### src/rtl/e2e_window_state_machine_assert.svh
// ----------------------------------------------------------------------------
// e2e_window_state_machine_assert.svh
// Assertion macros used by the E2E window state machine sequencer (e2e_seq).
// ----------------------------------------------------------------------------
`ifndef E2E_WINDOW_STATE_MACHINE_ASSERT_SVH
`define E2E_WINDOW_STATE_MACHINE_ASSERT_SVH

// checked out of reset only
`define E2E_CHECK(lbl, prop, msg) \
	lbl: assert property (@(posedge clk) disable iff (!arst_n) prop) else $error(msg);

// checked on every edge, reset included
`define E2E_CHECK_ALL(lbl, prop, msg) \
	lbl: assert property (@(posedge clk) prop) else $error(msg);

`endif

### src/rtl/e2e_pkg.sv
// ----------------------------------------------------------------------------
// e2e_pkg
// Types and constants of the E2E window state machine.
// ----------------------------------------------------------------------------
`default_nettype none

package e2e_pkg;

	typedef enum logic [1:0] {
		ST_NODATA  = 2'd0,
		ST_INIT    = 2'd1,
		ST_INVALID = 2'd2,
		ST_VALID   = 2'd3
	} e2e_state_t;

	typedef enum logic [2:0] {
		PS_OK          = 3'd0,
		PS_REPEATED    = 3'd1,
		PS_WRONG_SEQ   = 3'd2,
		PS_ERROR       = 3'd3,
		PS_NOT_AVAIL   = 3'd4,
		PS_NO_NEW_DATA = 3'd5
	} prof_status_t;

	typedef enum logic [1:0] {
		W_OK       = 2'd0,
		W_ERROR    = 2'd1,
		W_NOTAVAIL = 2'd2,
		W_OTHER    = 2'd3
	} win_code_t;

	typedef enum logic [2:0] {
		REG_WIN_INIT    = 3'd0,
		REG_WIN_INVALID = 3'd1,
		REG_WIN_VALID   = 3'd2,
		REG_MAX_ERR_INI = 3'd3,
		REG_MIN_OK_INI  = 3'd4,
		REG_MAX_ERR_INV = 3'd5,
		REG_MIN_OK_INV  = 3'd6,
		REG_CLR_INV     = 3'd7
	} cfg_idx_t;

	typedef enum logic [2:0] {
		SQ_BOOT,
		SQ_IDLE,
		SQ_WRITE,
		SQ_COUNT,
		SQ_DECIDE,
		SQ_FILL,
		SQ_CLEAR,
		SQ_DONE
	} seq_state_t;

	typedef enum logic [1:0] {
		ACT_NONE,
		ACT_FILL,
		ACT_CLEAR
	} win_act_t;

	typedef struct packed {
		logic [4:0] win_init;
		logic [4:0] win_invalid;
		logic [4:0] win_valid;
		logic [4:0] max_err_init;
		logic [4:0] min_ok_init;
		logic [4:0] max_err_inv;
		logic [4:0] min_ok_inv;
		logic       clr_inv;
	} e2e_cfg_t;

	localparam e2e_cfg_t CFG_RESET = '{
		win_init:     5'd4,
		win_invalid:  5'd4,
		win_valid:    5'd8,
		max_err_init: 5'd0,
		min_ok_init:  5'd2,
		max_err_inv:  5'd0,
		min_ok_inv:   5'd2,
		clr_inv:      1'b0
	};

	function automatic win_code_t status_to_code(input logic [2:0] st);
		win_code_t c;
		unique case (st)
			PS_OK:        c = W_OK;
			PS_ERROR:     c = W_ERROR;
			PS_NOT_AVAIL: c = W_NOTAVAIL;
			default:      c = W_OTHER;
		endcase
		return c;
	endfunction

endpackage

`default_nettype wire

### src/rtl/e2e_cfg_regs.sv
// ----------------------------------------------------------------------------
// e2e_cfg_regs
// APB register file holding the window sizes, threshold settings and clear flag.
// ----------------------------------------------------------------------------
`default_nettype none

module e2e_cfg_regs import e2e_pkg::*; (
	input  wire logic        clk,
	input  wire logic        arst_n,
	input  wire logic        psel,
	input  wire logic        penable,
	input  wire logic        pwrite,
	input  wire logic [4:0]  paddr,
	input  wire logic [31:0] pwdata,
	output logic      [31:0] prdata,
	output logic             pready,
	output e2e_cfg_t         cfg
);

	e2e_cfg_t cfg_q;
	cfg_idx_t idx;

	assign idx    = cfg_idx_t'(paddr[4:2]);
	assign pready = 1'b1;
	assign cfg    = cfg_q;

	always_ff @(posedge clk or negedge arst_n) begin
		if (!arst_n) begin
			cfg_q <= CFG_RESET;
		end else if (psel && penable && pwrite) begin
			unique case (idx)
				REG_WIN_INIT:    cfg_q.win_init     <= pwdata[4:0];
				REG_WIN_INVALID: cfg_q.win_invalid  <= pwdata[4:0];
				REG_WIN_VALID:   cfg_q.win_valid    <= pwdata[4:0];
				REG_MAX_ERR_INI: cfg_q.max_err_init <= pwdata[4:0];
				REG_MIN_OK_INI:  cfg_q.min_ok_init  <= pwdata[4:0];
				REG_MAX_ERR_INV: cfg_q.max_err_inv  <= pwdata[4:0];
				REG_MIN_OK_INV:  cfg_q.min_ok_inv   <= pwdata[4:0];
				REG_CLR_INV:     cfg_q.clr_inv      <= pwdata[0];
			endcase
		end
	end

	always_comb begin
		unique case (idx)
			REG_WIN_INIT:    prdata = 32'(cfg_q.win_init);
			REG_WIN_INVALID: prdata = 32'(cfg_q.win_invalid);
			REG_WIN_VALID:   prdata = 32'(cfg_q.win_valid);
			REG_MAX_ERR_INI: prdata = 32'(cfg_q.max_err_init);
			REG_MIN_OK_INI:  prdata = 32'(cfg_q.min_ok_init);
			REG_MAX_ERR_INV: prdata = 32'(cfg_q.max_err_inv);
			REG_MIN_OK_INV:  prdata = 32'(cfg_q.min_ok_inv);
			REG_CLR_INV:     prdata = 32'(cfg_q.clr_inv);
		endcase
	end

endmodule

`default_nettype wire

### src/rtl/e2e_window_ram.sv
// ----------------------------------------------------------------------------
// e2e_window_ram
// Status window store: one write port, one read port, registered read data.
// ----------------------------------------------------------------------------
`default_nettype none

module e2e_window_ram import e2e_pkg::*; #(
	parameter int DEPTH = 16
) (
	input  wire logic                    clk,
	input  wire logic                    we,
	input  wire logic [((DEPTH > 1) ? $clog2(DEPTH) : 1)-1:0] waddr,
	input  win_code_t                    wdata,
	input  wire logic [((DEPTH > 1) ? $clog2(DEPTH) : 1)-1:0] raddr,
	output win_code_t                    rdata
);

	win_code_t mem_q [DEPTH];
	win_code_t rdata_q;

	always_ff @(posedge clk) begin
		if (we) begin
			mem_q[waddr] <= wdata;
		end
		rdata_q <= mem_q[raddr];
	end

	assign rdata = rdata_q;

endmodule

`default_nettype wire

### src/rtl/e2e_seq.sv
// ----------------------------------------------------------------------------
// e2e_seq
// Sequencer: writes each status into the window, counts the window through
// the read port, applies the state rules and runs fill and clear sweeps.
// ----------------------------------------------------------------------------
`default_nettype none
`include "e2e_window_state_machine_assert.svh"

module e2e_seq import e2e_pkg::*; #(
	parameter int MAX_WINDOW = 16
) (
	input  wire logic        clk,
	input  wire logic        arst_n,
	input  e2e_cfg_t         cfg,
	input  wire logic        in_valid,
	output logic             in_ready,
	input  wire logic [2:0]  profile_status,
	output logic             out_valid,
	input  wire logic        out_ready,
	output logic [1:0]       machine_state,
	output logic [4:0]       ok_total,
	output logic [4:0]       error_total,
	output logic             we,
	output logic [((MAX_WINDOW > 1) ? $clog2(MAX_WINDOW) : 1)-1:0] waddr,
	output win_code_t        wdata,
	output logic [((MAX_WINDOW > 1) ? $clog2(MAX_WINDOW) : 1)-1:0] raddr,
	input  win_code_t        rdata
);

	localparam int AW   = (MAX_WINDOW > 1) ? $clog2(MAX_WINDOW) : 1;
	localparam int CW   = $clog2(MAX_WINDOW + 1);
	localparam int TW   = CW + 1;
	localparam int CMPW = ((CW > 5) ? CW : 5) + 1;

	seq_state_t sq_q, sq_d;
	e2e_state_t mstate_q;
	e2e_state_t dec_state;
	win_act_t   dec_act;

	logic [AW-1:0] top_q, top_next, fill_idx_q, clr_idx_q;
	logic [CW-1:0] ok_q, err_q, acc_ok_q, acc_err_q, rd_idx_q, fill_cur_q, fill_n_q;
	logic [CW-1:0] sz_init, sz_inv, sz_valid, sz_cur;
	logic [2:0]    status_q;
	logic          rd_v_s1;
	logic          clr_last, fill_last, count_done, out_free;

	logic          out_valid_q;
	e2e_state_t    out_state_q;
	logic [4:0]    out_ok_q, out_err_q;

	logic [CMPW-1:0] ok_c, err_c, fill_c;
	logic            init_pass, init_fail, inv_pass, inv_err;

	function automatic logic [CW-1:0] clamp_sz(input logic [4:0] s);
		logic [CW-1:0] r;
		if (s == '0) begin
			r = CW'(1);
		end else if (int'(s) > MAX_WINDOW) begin
			r = CW'(MAX_WINDOW);
		end else begin
			r = CW'(s);
		end
		return r;
	endfunction

	assign sz_init  = clamp_sz(cfg.win_init);
	assign sz_inv   = clamp_sz(cfg.win_invalid);
	assign sz_valid = clamp_sz(cfg.win_valid);

	always_comb begin
		unique case (mstate_q)
			ST_NODATA:  sz_cur = sz_inv;
			ST_INIT:    sz_cur = sz_init;
			ST_INVALID: sz_cur = sz_inv;
			ST_VALID:   sz_cur = sz_valid;
		endcase
	end

	// ring top wraps once it reaches or passes the window end
	assign top_next   = ((TW'(top_q) + TW'(1)) >= TW'(sz_cur)) ? '0 : top_q + 1'b1;
	assign clr_last   = (clr_idx_q == AW'(MAX_WINDOW - 1));
	assign fill_last  = (fill_n_q == fill_cur_q - 1'b1);
	assign count_done = (rd_idx_q == sz_cur);
	assign out_free   = !out_valid_q || out_ready;

	// threshold rules, top_q already holds the advanced top
	assign ok_c      = CMPW'(acc_ok_q);
	assign err_c     = CMPW'(acc_err_q);
	assign fill_c    = (top_q == '0) ? CMPW'(sz_init) : CMPW'(top_q);
	assign init_pass = (err_c <= CMPW'(cfg.max_err_init)) && (ok_c >= CMPW'(cfg.min_ok_init));
	assign init_fail = (err_c > CMPW'(cfg.max_err_init)) ||
		((fill_c + CMPW'(cfg.min_ok_init)) > (CMPW'(sz_init) + ok_c));
	assign inv_pass  = (err_c <= CMPW'(cfg.max_err_inv)) && (ok_c >= CMPW'(cfg.min_ok_inv));
	assign inv_err   = (err_c > CMPW'(cfg.max_err_inv));

	always_comb begin
		dec_state = mstate_q;
		dec_act   = ACT_NONE;
		unique case (mstate_q)
			ST_NODATA: begin
				if (top_q == '0) begin
					dec_state = ST_INVALID;
					if (cfg.clr_inv) begin
						dec_act = ACT_CLEAR;
					end
				end else if (status_q != PS_ERROR && status_q != PS_NO_NEW_DATA) begin
					dec_state = ST_INIT;
					dec_act   = ACT_CLEAR;
				end
			end
			ST_INIT: begin
				if (init_pass) begin
					dec_state = ST_VALID;
					if (sz_init < sz_valid) begin
						dec_act = ACT_FILL;
					end
				end else if (init_fail) begin
					dec_state = ST_INVALID;
					if (cfg.clr_inv) begin
						dec_act = ACT_CLEAR;
					end else if (sz_init < sz_inv) begin
						dec_act = ACT_FILL;
					end
				end
			end
			ST_INVALID: begin
				if (inv_pass) begin
					dec_state = ST_VALID;
					if (sz_inv < sz_valid) begin
						dec_act = ACT_FILL;
					end
				end else if (inv_err) begin
					dec_act = ACT_CLEAR;
				end
			end
			ST_VALID: begin
				if (!inv_pass) begin
					dec_state = ST_INVALID;
					if (cfg.clr_inv) begin
						dec_act = ACT_CLEAR;
					end
				end
			end
		endcase
	end

	always_comb begin
		sq_d = sq_q;
		unique case (sq_q)
			SQ_BOOT:   if (clr_last) sq_d = SQ_IDLE;
			SQ_IDLE:   if (in_valid) sq_d = SQ_WRITE;
			SQ_WRITE:  sq_d = SQ_COUNT;
			SQ_COUNT:  if (count_done) sq_d = SQ_DECIDE;
			SQ_DECIDE: begin
				unique case (dec_act)
					ACT_FILL:  sq_d = SQ_FILL;
					ACT_CLEAR: sq_d = SQ_CLEAR;
					default:   sq_d = SQ_DONE;
				endcase
			end
			SQ_FILL:   if (fill_last) sq_d = SQ_DONE;
			SQ_CLEAR:  if (clr_last) sq_d = SQ_DONE;
			SQ_DONE:   if (out_free) sq_d = SQ_IDLE;
		endcase
	end

	always_comb begin
		in_ready = 1'b0;
		we       = 1'b0;
		waddr    = top_q;
		wdata    = W_NOTAVAIL;
		raddr    = rd_idx_q[AW-1:0];
		unique case (sq_q)
			SQ_BOOT, SQ_CLEAR: begin
				we    = 1'b1;
				waddr = clr_idx_q;
			end
			SQ_IDLE:  in_ready = 1'b1;
			SQ_WRITE: begin
				we    = 1'b1;
				wdata = status_to_code(status_q);
			end
			SQ_FILL: begin
				we    = 1'b1;
				waddr = fill_idx_q;
				wdata = W_OTHER;
			end
			default: ;
		endcase
	end

	always_ff @(posedge clk or negedge arst_n) begin
		if (!arst_n) begin
			sq_q <= SQ_BOOT;
		end else begin
			sq_q <= sq_d;
		end
	end

	always_ff @(posedge clk or negedge arst_n) begin
		if (!arst_n) begin
			out_valid_q <= 1'b0;
		end else if (sq_q == SQ_DONE && out_free) begin
			out_valid_q <= 1'b1;
		end else if (out_ready) begin
			out_valid_q <= 1'b0;
		end
	end

	always_ff @(posedge clk or negedge arst_n) begin
		if (!arst_n) begin
			mstate_q    <= ST_NODATA;
			top_q       <= '0;
			ok_q        <= '0;
			err_q       <= '0;
			acc_ok_q    <= '0;
			acc_err_q   <= '0;
			status_q    <= '0;
			clr_idx_q   <= '0;
			rd_idx_q    <= '0;
			rd_v_s1     <= 1'b0;
			fill_n_q    <= '0;
			fill_cur_q  <= '0;
			fill_idx_q  <= '0;
			out_state_q <= ST_NODATA;
			out_ok_q    <= '0;
			out_err_q   <= '0;
		end else begin
			case (sq_q)
				SQ_BOOT, SQ_CLEAR: begin
					clr_idx_q <= clr_last ? '0 : clr_idx_q + 1'b1;
				end
				SQ_IDLE: begin
					if (in_valid) begin
						status_q <= profile_status;
					end
				end
				SQ_WRITE: begin
					top_q     <= top_next;
					acc_ok_q  <= '0;
					acc_err_q <= '0;
					rd_idx_q  <= '0;
					rd_v_s1   <= 1'b0;
				end
				SQ_COUNT: begin
					rd_v_s1 <= !count_done;
					if (!count_done) begin
						rd_idx_q <= rd_idx_q + 1'b1;
					end
					if (rd_v_s1) begin
						if (rdata == W_OK) begin
							acc_ok_q <= acc_ok_q + 1'b1;
						end
						if (rdata == W_ERROR) begin
							acc_err_q <= acc_err_q + 1'b1;
						end
					end
				end
				SQ_DECIDE: begin
					mstate_q   <= dec_state;
					fill_cur_q <= sz_cur;
					fill_idx_q <= top_q;
					fill_n_q   <= '0;
					if (dec_act == ACT_CLEAR) begin
						ok_q  <= '0;
						err_q <= '0;
						top_q <= '0;
					end else begin
						ok_q  <= acc_ok_q;
						err_q <= acc_err_q;
					end
				end
				SQ_FILL: begin
					fill_n_q   <= fill_n_q + 1'b1;
					fill_idx_q <= (fill_idx_q != '0) ? fill_idx_q - 1'b1
						: AW'(fill_cur_q - 1'b1);
				end
				SQ_DONE: begin
					if (out_free) begin
						out_state_q <= mstate_q;
						out_ok_q    <= 5'(ok_q);
						out_err_q   <= 5'(err_q);
					end
				end
				default: ;
			endcase
		end
	end

	assign out_valid     = out_valid_q;
	assign machine_state = out_state_q;
	assign ok_total      = out_ok_q;
	assign error_total   = out_err_q;

	`E2E_CHECK_ALL(a_idle_no_write, (sq_q == SQ_IDLE) |-> !we, "window written while idle")
	`E2E_CHECK(a_count_bound, (TW'(ok_q) + TW'(err_q)) <= TW'(MAX_WINDOW), "counts exceed window")
	`E2E_CHECK(a_fill_in_win, (sq_q == SQ_FILL) |-> (CW'(fill_idx_q) < fill_cur_q), "fill index outside old window")
	`E2E_CHECK(a_accept_write, (in_valid && in_ready) |=> (sq_q == SQ_WRITE && we), "accepted status not written")

endmodule

`default_nettype wire

### src/rtl/e2e_window_state_machine.sv
// After reset the block sweeps all MAX_WINDOW entries of the status window to
// "not available", while in_ready stays low (register writes still land).
// Each status is then accepted, written into the window RAM and counted over
// the current window of W entries through the single read port; the state
// rules are applied, then, where they call for it, either the W entries of the
// old window are filled with no-new-data or all MAX_WINDOW entries are cleared,
// and the result is handed to the output register once it is free. A new status
// is accepted only when the last one is through. The output register holds a
// result while the next status is already being processed.
`default_nettype none

// ----------------------------------------------------------------------------
// e2e_window_state_machine
// E2E window state machine: top level with APB configuration and handshake.
// ----------------------------------------------------------------------------

module e2e_window_state_machine import e2e_pkg::*; #(
	parameter int MAX_WINDOW = 16
) (
	input  wire logic        clk,
	input  wire logic        arst_n,
	input  wire logic        psel,
	input  wire logic        penable,
	input  wire logic        pwrite,
	input  wire logic [4:0]  paddr,
	input  wire logic [31:0] pwdata,
	output logic      [31:0] prdata,
	output logic             pready,
	input  wire logic        in_valid,
	output logic             in_ready,
	input  wire logic [2:0]  profile_status,
	output logic             out_valid,
	input  wire logic        out_ready,
	output logic [1:0]       machine_state,
	output logic [4:0]       ok_total,
	output logic [4:0]       error_total
);

	localparam int AW = (MAX_WINDOW > 1) ? $clog2(MAX_WINDOW) : 1;

	e2e_cfg_t      cfg;
	logic          we;
	logic [AW-1:0] waddr, raddr;
	win_code_t     wdata, rdata;

	e2e_cfg_regs u_cfg (
		.clk     (clk),
		.arst_n  (arst_n),
		.psel    (psel),
		.penable (penable),
		.pwrite  (pwrite),
		.paddr   (paddr),
		.pwdata  (pwdata),
		.prdata  (prdata),
		.pready  (pready),
		.cfg     (cfg)
	);

	e2e_window_ram #(
		.DEPTH (MAX_WINDOW)
	) u_ram (
		.clk   (clk),
		.we    (we),
		.waddr (waddr),
		.wdata (wdata),
		.raddr (raddr),
		.rdata (rdata)
	);

	e2e_seq #(
		.MAX_WINDOW (MAX_WINDOW)
	) u_seq (
		.clk            (clk),
		.arst_n         (arst_n),
		.cfg            (cfg),
		.in_valid       (in_valid),
		.in_ready       (in_ready),
		.profile_status (profile_status),
		.out_valid      (out_valid),
		.out_ready      (out_ready),
		.machine_state  (machine_state),
		.ok_total       (ok_total),
		.error_total    (error_total),
		.we             (we),
		.waddr          (waddr),
		.wdata          (wdata),
		.raddr          (raddr),
		.rdata          (rdata)
	);

endmodule

`default_nettype wire

### config.mk
export PLATFORM = sky130hd
export DESIGN_NAME = e2e_window_state_machine
export DESIGN_NICKNAME = d
export VERILOG_FILES = /design/src/rtl/e2e_pkg.sv /design/src/rtl/e2e_cfg_regs.sv /design/src/rtl/e2e_window_ram.sv /design/src/rtl/e2e_seq.sv /design/src/rtl/e2e_window_state_machine.sv
export VERILOG_INCLUDE_DIRS = /design/src /design/src/rtl
export SDC_FILE = /design/constraint.sdc
export NUM_CORES = 1
export LEC_CHECK = 0
export BUFFER_PORTS_ARGS = -buffer_cell sky130_fd_sc_hd__buf_2
export CORE_MARGIN = 2
export CORE_UTILIZATION = 40
export DETAILED_ROUTE_END_ITERATION = 10
export PLACE_DENSITY = 0.55
export SYNTH_ARGS = -nofsm -noshare
export SYNTH_HDL_FRONTEND = slang
export SYNTH_HIERARCHICAL = 1
export SYNTH_SLANG_ARGS = --single-unit
### constraint.sdc
create_clock -name clk -period 4.6 [get_ports clk]
set_input_delay 0.23 -clock clk [delete_from_list [all_inputs] [get_ports clk]]
set_output_delay 0.23 -clock clk [all_outputs]
set_load 0.02 [all_outputs]
==> results.toml, run 1 <==
[critical_path]
cp.arrival_ps = 4530
crit_top_cell = "ha_1"
critical_path.slowest_cell = "dfrtp_1"
worstSetupPathType = "reg -> reg"
crit_required_ps = 4920
critPathLaunchType = "flip-flop"
worstPathMaxFanout = 5
slowest_delay_ps = 400
path_buf_inv = 1
critical_path.top_delay_family = "compound AO/OA/AOI/OAI gates"
crit_chain = "or3_4 > a21oi_2 > nand2_1 > o21ai_0 > ha_1 > inv_1 > fa_1 > nor2b_1 > a221oi_1 > xnor2_1 > ha_1 > and4_1 > o21a_1 > o31ai_2 > o32ai_1 > and3b_1 > o31a_1 > a311oi_1"
end_kind = "flip-flop"

[grt]
use_met1 = 0.250
grt_pass1_vias = 5951
grt_pass1_wl_mm = 32.4
grt_max_degree = 68
grt_usage = 0.185
antenna_found_initial = 0
grt_overflow = 0
gr-usage-met2 = 0.305
met3_usage = 0.0367
top_usage_layer = "met2"

[die]
die_x_um = 151
io_pins = 94
core-area_sq_um = 21200
rows = 53
die_h_um = 151
initial_core_util = 0.411
dieArea_sq_um = 22900

[cts]
clk_latency_ps = 420
cts.clk_slew.worst_paths_ps = 60
h-tree-depth = 4
cts_tree = "built"
cts.sinks = 139
cts_made_buffers = 17
clockBufferDepth = 2
cts_root_buf = "clkbuf_16"

[synth]
synth_area_leaders = "dfrtp_1 29%, edfxtp_1 11%, ha_1 9.1%"
synth.mux.area_fraction = 0.128
synth_adder_area_share = 0.0953
yosys.area_share.simple = 0.141
synth_area_sq_um = 8690
synth_xor_area_frac = 0.0301
yosysSeqAreaShare = 0.418
synth-seq-cells = 139
synthArstFlopShare = 0.755
synth_top_family_by_area = "simple AND/OR/NAND/NOR gates"
synth_top_area_frac = 0.288
ys.flop_type = "dfrtp_1"
synthCells = 812
yosysWarnings = 6
synth_top_area_cell = "dfrtp_1"
synth_edf_count = 32
synth.distinct_cells = 84
postSynthAreaPerCell_sq_um = 10.7
synth_compound_area_frac = 0.124

[timing]
fmax_ghz = 0.238
layout_setup_ws_ps = 391
min_period_ps = 4210
fin_crit_sh = 0.915
hold_ws_ps = 34.0
rsz0062_at_grt = "false"
setup-violations-final = 0
worst_pin_slew_ps = 995
finClkSkew_ps = 8.68
hold_viol = 0
max-slew-margin-rel = 0.335
drv_slew = 0
tns_ps = 0

[layout]
drive_above_1_share = 0.201
syn_to_final_growth_pct = 11.2
fillers = 2040
nets = 960
multi_input_area_sq_um = 4620
fin_util = 0.457
n_antenna_cell = 0
regArea_sq_um = 3630

[power]
power_density_nw_per_um2 = 593
peakVddDrop_mv = 0.322
leakagePower_nw = 4.36

[drt]
drc_errors = 0
wirelength_mm = 19.9
wl_per_cell_um = 17.5
first_iter_violations = 288
vias = 6096
antenna_left = 0
first_pass_iters = 5
viasPerCell = 5.36

[placement]
place.gp.congestion = 0.806
io_buffers = 36
post-place-ws_ps = 190
hpwl_mm = 14.8

[min_path]
worstHoldPathType = "in -> reg"

[outcome]
outcome = "finished, final reports clean"

[run]
maxCapViolations = 0
## report_power, final
group          internal (mW)  leakage (nW)  switching [mW]
clock network          0.763         0.276           0.585
registers               1.59          1.64           0.426
logic                   1.05          2.44            1.32
total                   3.40          4.36            2.33
## cell usage after synthesis, drive strengths merged (12+ instances only)
master,instances
a21o,15
a21oi,20
a22o,13
buf,44
clkbuf,16
dfrtp,100
edfxtp,32
ha,63
inv,47
mux2,59
mux2i,17
nand2,56
nand2b,18
nand3,23
nand4,12
nor2,52
nor2b,21
nor3,13
o21ai,33
xnor2,12
xor2,17
## final timing paths
path	start	depth (start not counted)	end	slack [ps]
worst max-delay path	u_cfg/cfg[32]	18	u_seq/sq_q[0]	390
worst min-delay path	profile_status[2]	2	u_seq/status_q[2]	30
worst max register to register	u_cfg/cfg[32]	18	u_seq/sq_q[0]	390
worst min register to register	u_seq/rd_v_s1	2	u_seq/rd_v_s1	490
max in group asynchronous	arst_n	3	u_cfg/cfg[33]	3050
min in group asynchronous	arst_n	2	u_seq/acc_err_q[2]	460
## metal layers
metal	part of all wire	up-vias
li1	-	2969
met5	0	-
met4	0.013	0
met3	0.029	21
met1	0.47	2997
met2	0.49	109
## stage by stage
step | cell area, sq um | std cells | total power [mW]
after floorplan | 8790 | 838 | 3.73
after global placement | 9050 | 1103 | 4.35
after detailed placement | 9050 | 1103 | 4.37
after CTS | 9640 | 1136 | 5.75
after global routing | 9660 | 1137 | 6.18
final | 9660 | 1137 | 5.73
## sequential cells by signal (all words and copies together), names as in the netlist
name / cells
u_cfg/cfg: 36
u_ram/mem_q: 32
u_ram/rdata: 2
u_seq/acc_err_q: 5
u_seq/acc_ok_q: 5
u_seq/clr_idx_q: 4
u_seq/err_q: 5
u_seq/error_total: 5
u_seq/fill_cur_q: 5
u_seq/fill_idx_q: 4
u_seq/fill_n_q: 5
u_seq/machine_state: 2
u_seq/mstate_q: 2
u_seq/ok_q: 5
u_seq/ok_total: 5
u_seq/out_valid: 1
u_seq/rd_idx_q: 5
u_seq/rd_v_s1: 1
u_seq/sq_q: 3
u_seq/status_q: 3
u_seq/top_q: 4
## logic make-up (layout without fill, tap and decap cells)
kind of cell	Yosys count	count (layout)
mux	87	87
buf+inv	107	131
other cells	2	28
compound gates	150	150
simple gates	232	232
xor+xnor	29	29
fa+ha+maj	66	66
flops	139	139
## cell usage in the layout, fill, tap and decap left out, types with 23 or more instances in the layout
cell type	n
dfrtp_1	100
ha_1	63
nand2_1	55
mux2_2	54
nor2_1	52
inv_1	45
buf_2	35
edfxtp_1	32
o21ai_0	30
conb_1	28
nand3_1	23
## final cells by class
type                       count  area share
clock buffer                  17      0.0440
clock inverter                15      0.0159
inverter                      47      0.0183
multi-input combinational    592       0.478
sequential                   139       0.376
tap                          275      0.0356
timing repair buffer          52      0.0316
## what timing repair did
action | CTS | global route
endpoints found under the setup margin | 0 | 15
buffers inserted | 0 | 1
resized for setup | 0 | 3
endpoints found under the hold margin | 65 | 0
hold buffers | 1 | 0
(Power assumes the default switching activity.)
==> run 2: changes to the inputs <==
- ABC_AREA: not set -> 1
==> run 2 against run 1 <==
  * Register-to-register slack improved by 230 ps
  * Sequential power is 7% lower
  * Largest cell class unchanged
  * Largest power group unchanged
  * Sequential cell count unchanged
  * Critical endpoint is now u_seq/err_q[0]
  * First-iteration DRC count rose by 39%
==> results.toml, run 2 <==
[outcome]
outcome = "finished, final reports clean"

[critical_path]
crit_required_ps = 4880
cp.arrival_ps = 4260
end_kind = "flip-flop"
worstPathMaxFanout = 10
critPathLaunchType = "flip-flop"
worstSetupPathType = "reg -> reg"

[synth]
postSynthAreaPerCell_sq_um = 7.78
synth_top_area_cell = "dfrtp_1"
synthArstFlopShare = 0.755
synth_area_leaders = "dfrtp_1 28%, nand2_1 11%, edfxtp_1 11%"
yosysWarnings = 6
synth_top_area_frac = 0.283
synth_area_sq_um = 8830
yosys-top-cells-count = "268 x nand2_1, 169 x inv_1, 100 x dfrtp_1"
synthCells = 1135
synth_edf_count = 32
yosysSeqAreaShare = 0.411
synth-seq-cells = 139
ys.flop_type = "dfrtp_1"
synth_most_common_cell = "nand2_1"
synth.distinct_cells = 51

[timing]
finClkSkew_ps = 10.2
fmax_ghz = 0.251
hold_viol = 0
rsz0062_at_grt = "false"
max-slew-margin-rel = 0.219
min_period_ps = 3980
hold_ws_ps = 31.9
fin_crit_sh = 0.866
drv_slew = 0
tns_ps = 0
setup-violations-final = 0
worst_pin_slew_ps = 1170

[run]
maxCapViolations = 0

[drt]
wirelength_mm = 21.4
wl_per_cell_um = 14.7
antenna_left = 0
vias = 7243
viasPerCell = 4.96
drc_errors = 0
first_pass_iters = 5
first_iter_violations = 400

[layout]
stdcell_area_sq_um = 9740
n_antenna_cell = 0
mostFrequentLayoutCells = "268 x nand2_1, 169 x inv_1, 100 x dfrtp_1"
syn_to_final_growth_pct = 10.2
final_common_cell = "nand2_1"
fin_util = 0.448
nets = 1278
drive_above_1_share = 0.0975
largest_register_ffs = 36

[die]
die_h_um = 153
rows = 54
dieArea_sq_um = 23300
initial_core_util = 0.406
io_pins = 94
core-area_sq_um = 21800
die_x_um = 153

[grt]
antenna_found_initial = 0
grt_max_degree = 70
grt_usage = 0.188
grt_pass1_vias = 6752
grt_overflow = 0
grt_pass1_wl_mm = 35.3

[power]
p_int_mw = 3.24
p_switching_mw = 2.55
comb_power_share = 0.428
clockPowerShare = 0.247
leakagePower_nw = 4.83
sw_frac_of_total = 0.440
seqPwrFrac = 0.325
totalPowerFinal_mw = 5.78
power_density_nw_per_um2 = 594
peakVddDrop_mv = 0.302

[cts]
cts_tree = "built"
cts.sinks = 139
cts_hold_buffers = 1
cts_root_buf = "clkbuf_16"
h-tree-depth = 4
cts.clk_slew.worst_paths_ps = 70
ctsResizeCount = 0
clockBufferDepth = 2
clk_latency_ps = 420
post_cts_buffers = 0
cts_made_buffers = 17

[placement]
hpwl_mm = 15.8
placed_area_sq_um = 9130
place.gp.congestion = 0.891
io_buffers = 36

[min_path]
worstHoldPathType = "in -> reg"
[run 2: changes by cell type in the layout (fill, tap and decap cells not counted), moves of 12 or more]
cell and change:
nand2_1 +213, inv_1 +124, nand3_1 +61, mux2_2 -53, nor2_1 +45, o21ai_0 +38, a21oi_1 +23, nor2b_1 -21
nand2b_1 -18, mux2i_1 -17, a21o_1 -14, a22o_1 -13, nand4_1 +12
[run 2: final cells by class]
class                   instances  area [sq um]
repair buffers                 41           223
fillers                      2206         12000
flip-flops and latches        139          3630
inverters                     179           674
clock inverters                15           178
multi-input cells             789          4250
clock buffers                  17           425
well taps                     280           350
[run 2: through the flow]
stage | instances | setup slack (ps)
after floorplan | 1161 | 1240
after global placement | 1427 | 671
after detailed placement | 1427 | 623
after CTS | 1460 | 616
after global routing | 1460 | 151
final | 1460 | 617
[run 2: cells by family after synthesis]
family	synth area share
flops	0.411
fa+ha+maj	0.0915
xor+xnor	0.0198
other cells	0.000850
compound gates	0.0987
buf+inv	0.118
simple gates	0.258
mux	0.00127
[run 2: worst max-delay path, stage by stage, from the launching register on]
cell and delay (ps):
dfrtp_1 440, inv_1 110, ha_1 150, nand2_1 60, nor2_1 140, inv_1 130, o21ai_0 280, ha_1 230
inv_1 60, fa_1 400, o21ai_0 220, xor2_1 100, ha_1 290, nand2_1 70, nor2_1 150, nand2_1 70
nand3_1 60, nand2_1 50, nand2_1 90, nand3_1 80, nand2_1 60, nand2_1 40, nand2_1 70, nand2_1 50
nand2_1 130, buf_4 210, o22ai_1 90
[run 2: power by group through the flow]
stage | registers [mW] | clock network (mW) | logic (mW)
after floorplan | 1.80 | 0 | 1.95
after global placement | 1.89 | 0 | 2.43
after detailed placement | 1.90 | 0 | 2.47
after CTS | 1.88 | 1.45 | 2.48
after global routing | 1.93 | 1.51 | 2.86
final | 1.88 | 1.43 | 2.48
[run 2: metal layers]
metal  vias up  track usage  part of all wire
li1       3718            -                 -
met5         -            0                 0
met4         0       0.0666             0.022
met3        32       0.0259             0.036
met2       159        0.287              0.44
met1      3334        0.272              0.51
[run 2: path summary, 6_finish.rpt]
path                                      start                    to  slack, ps  depth (start not counted)
hold / removal                        pwdata[4]          u_cfg/cfg[5]         30                          3
max in group asynchronous                arst_n         u_cfg/cfg[28]       3080                          3
min in group asynchronous                arst_n         u_cfg/cfg[14]        470                          2
setup / recovery                 u_seq/top_q[1]        u_seq/err_q[0]        620                         26
hold reg to reg            u_seq/error_total[4]  u_seq/error_total[4]        480                          2
setup reg to reg                 u_seq/top_q[1]        u_seq/err_q[0]        620                         26
==> run 3: changes to the inputs <==
- CORE_UTILIZATION: 40 -> 50
- PLACE_DENSITY: 0.55 -> 0.67
- TNS_END_PERCENT: not set -> 1
==> run 3 against run 2 <==
  * Final cell count decreased by 3.8%
  * Sequential share of layout area grew 0.44 points
  * Critical path type unchanged
  * Largest cell class unchanged
  * Highest routed layer unchanged
  * Maximum frequency is 3.3% lower
  * Largest power group unchanged
==> results.toml, run 3 (synthesis results as in run 2) <==
[cts]
h-tree-depth = 4
cts_made_buffers = 17
clockBufferDepth = 2
clk_latency_ps = 420
cts_tree = "built"
cts_root_buf = "clkbuf_16"
cts.sinks = 139
cts.clk_slew.worst_paths_ps = 60

[die]
initial_core_util = 0.511
io_pins = 94
dieArea_sq_um = 18700
die_x_um = 137
core-area_sq_um = 17300
die_h_um = 137
rows = 48

[critical_path]
cp.arrival_ps = 4430
r2r_end = "u_seq/sq_q[0]"
crit_top_cell = "nand2_1"
r2r_setup_slack_ps = 480
slowest_delay_ps = 440
crit_required_ps = 4910
end_kind = "flip-flop"
worstRegToRegCells = 27
path_buf_inv = 3
critical_path.top_delay_family = "simple AND/OR/NAND/NOR gates"
critical_path.slowest_cell = "dfrtp_1"
worstPathMaxFanout = 11
r2r_start = "u_seq/top_q[1]"
startpoint = "u_seq/top_q[1]"
worstSetupPathType = "reg -> reg"
critPathLaunchType = "flip-flop"

[layout]
regArea_sq_um = 3630
nets = 1277
multi_input_area_sq_um = 4250
fillers = 1657
drive_above_1_share = 0.0967
fin_util = 0.556
syn_to_final_growth_pct = 8.94
largest_register_ffs = 36
fin_cells = 1404
n_antenna_cell = 0
mostFrequentLayoutCells = "268 x nand2_1, 169 x inv_1, 100 x dfrtp_1"
final_common_cell = "nand2_1"

[power]
seqPwrFrac = 0.332
peakVddDrop_mv = 0.326
power_density_nw_per_um2 = 586
sw_frac_of_total = 0.438
clockPowerShare = 0.233
p_int_mw = 3.17
p_switching_mw = 2.47
leakagePower_nw = 4.80
comb_power_share = 0.435

[timing]
drv_slew = 0
setup-violations-final = 0
max-slew-margin-rel = 0.284
tns_ps = 0
finClkSkew_ps = 7.93
min_period_ps = 4120
fin_crit_sh = 0.895
fmax_ghz = 0.243
rsz0062_at_grt = "false"
hold_viol = 0
worst_pin_slew_ps = 1070

[drt]
first_pass_iters = 5
viasPerCell = 5.18
wl_per_cell_um = 14.3
drc_errors = 0
antenna_left = 0
vias = 7271
wirelength_mm = 20.1
first_iter_violations = 487

[grt]
grt_pass1_wl_mm = 33.5
grt_usage = 0.230
antenna_found_initial = 0
grt_overflow = 0
grt_pass1_vias = 6725
grt_max_degree = 57

[placement]
io_buffers = 36
place.gp.congestion = 0.880
hpwl_mm = 14.9
dpl.cell_count = 1371

[min_path]
hold_path_depth = 3
min_to = "u_cfg/cfg[5]"
holdCritStartpoint = "pwdata[4]"
worstHoldPathType = "in -> reg"

[outcome]
outcome = "finished, final reports clean"

[run]
maxCapViolations = 0
==> run 3: how the worst max path moves through the flow <==
stage	endpoint	slack, ps	cells after the start
floorplan	u_seq/err_q[0]	1240	26
global placement	u_seq/sq_q[0]	560	27
detailed placement	u_seq/sq_q[0]	510	27
CTS	u_seq/sq_q[0]	490	27
global route	u_seq/sq_q[0]	70	27
finish	u_seq/sq_q[0]	480	27
==> run 3: metrics by stage <==
| step | setup slack, ps | hold WS, ps | power, mW | cell area (sq um) |
|---|---|---|---|---|
| final | 481 | 29.2 | 5.64 | 9620 |
| after global routing | 69.1 | 39.7 | 6.15 | 9620 |
| after CTS | 487 | 19.1 | 5.66 | 9620 |
| after detailed placement | 510 | 303 | 4.32 | 9050 |
| after global placement | 558 | 296 | 4.27 | 9050 |
| after floorplan | 1240 | -65.6 | 3.75 | 8930 |
==> run 3: what timing repair did <==
action,in CTS,in global routing
gates resized for setup,0,0
setup buffers,0,0
hold buffers,1,0
endpoints found under the hold margin,46,0
==> run 3: power by group through the flow <==
stage                     registers, mW  clock network, mW  logic, mW
after floorplan                    1.80                  0       1.95
after global placement             1.88                  0       2.38
after detailed placement           1.89                  0       2.43
after CTS                          1.87               1.34       2.45
after global routing               1.91               1.40       2.84
final                              1.87               1.31       2.45
==> run 3: metal layers <==
| layer | up-vias | wire, um | GRT usage | share of wire |
|---|---|---|---|---|
| met1 | 3377 | 9720 | 0.331 | 0.48 |
| met3 | 22 | 1040 | 0.0374 | 0.052 |
| li1 | 3690 | - | - | - |
| met5 | - | 0 | 0 | 0 |
| met4 | 0 | 238 | 0.0613 | 0.012 |
| met2 | 182 | 9110 | 0.360 | 0.45 |
==> run 3: worst reg2reg max path, delay by kind of cell (launching register included) <==
family	cells	cell delay [ps]
xor+xnor	1	100
simple gates	17	1630
compound gates	2	500
buf+inv	3	300
fa+ha+maj	4	1060
flops	1	440
==> run 3: final cells by class <==
class	count	area share
clock buffers	17	0.0442
multi-input cells	789	0.442
clock inverters	15	0.0146
flip-flops and latches	139	0.378
inverters	179	0.0701
well taps	225	0.0293
repair buffers	40	0.0224
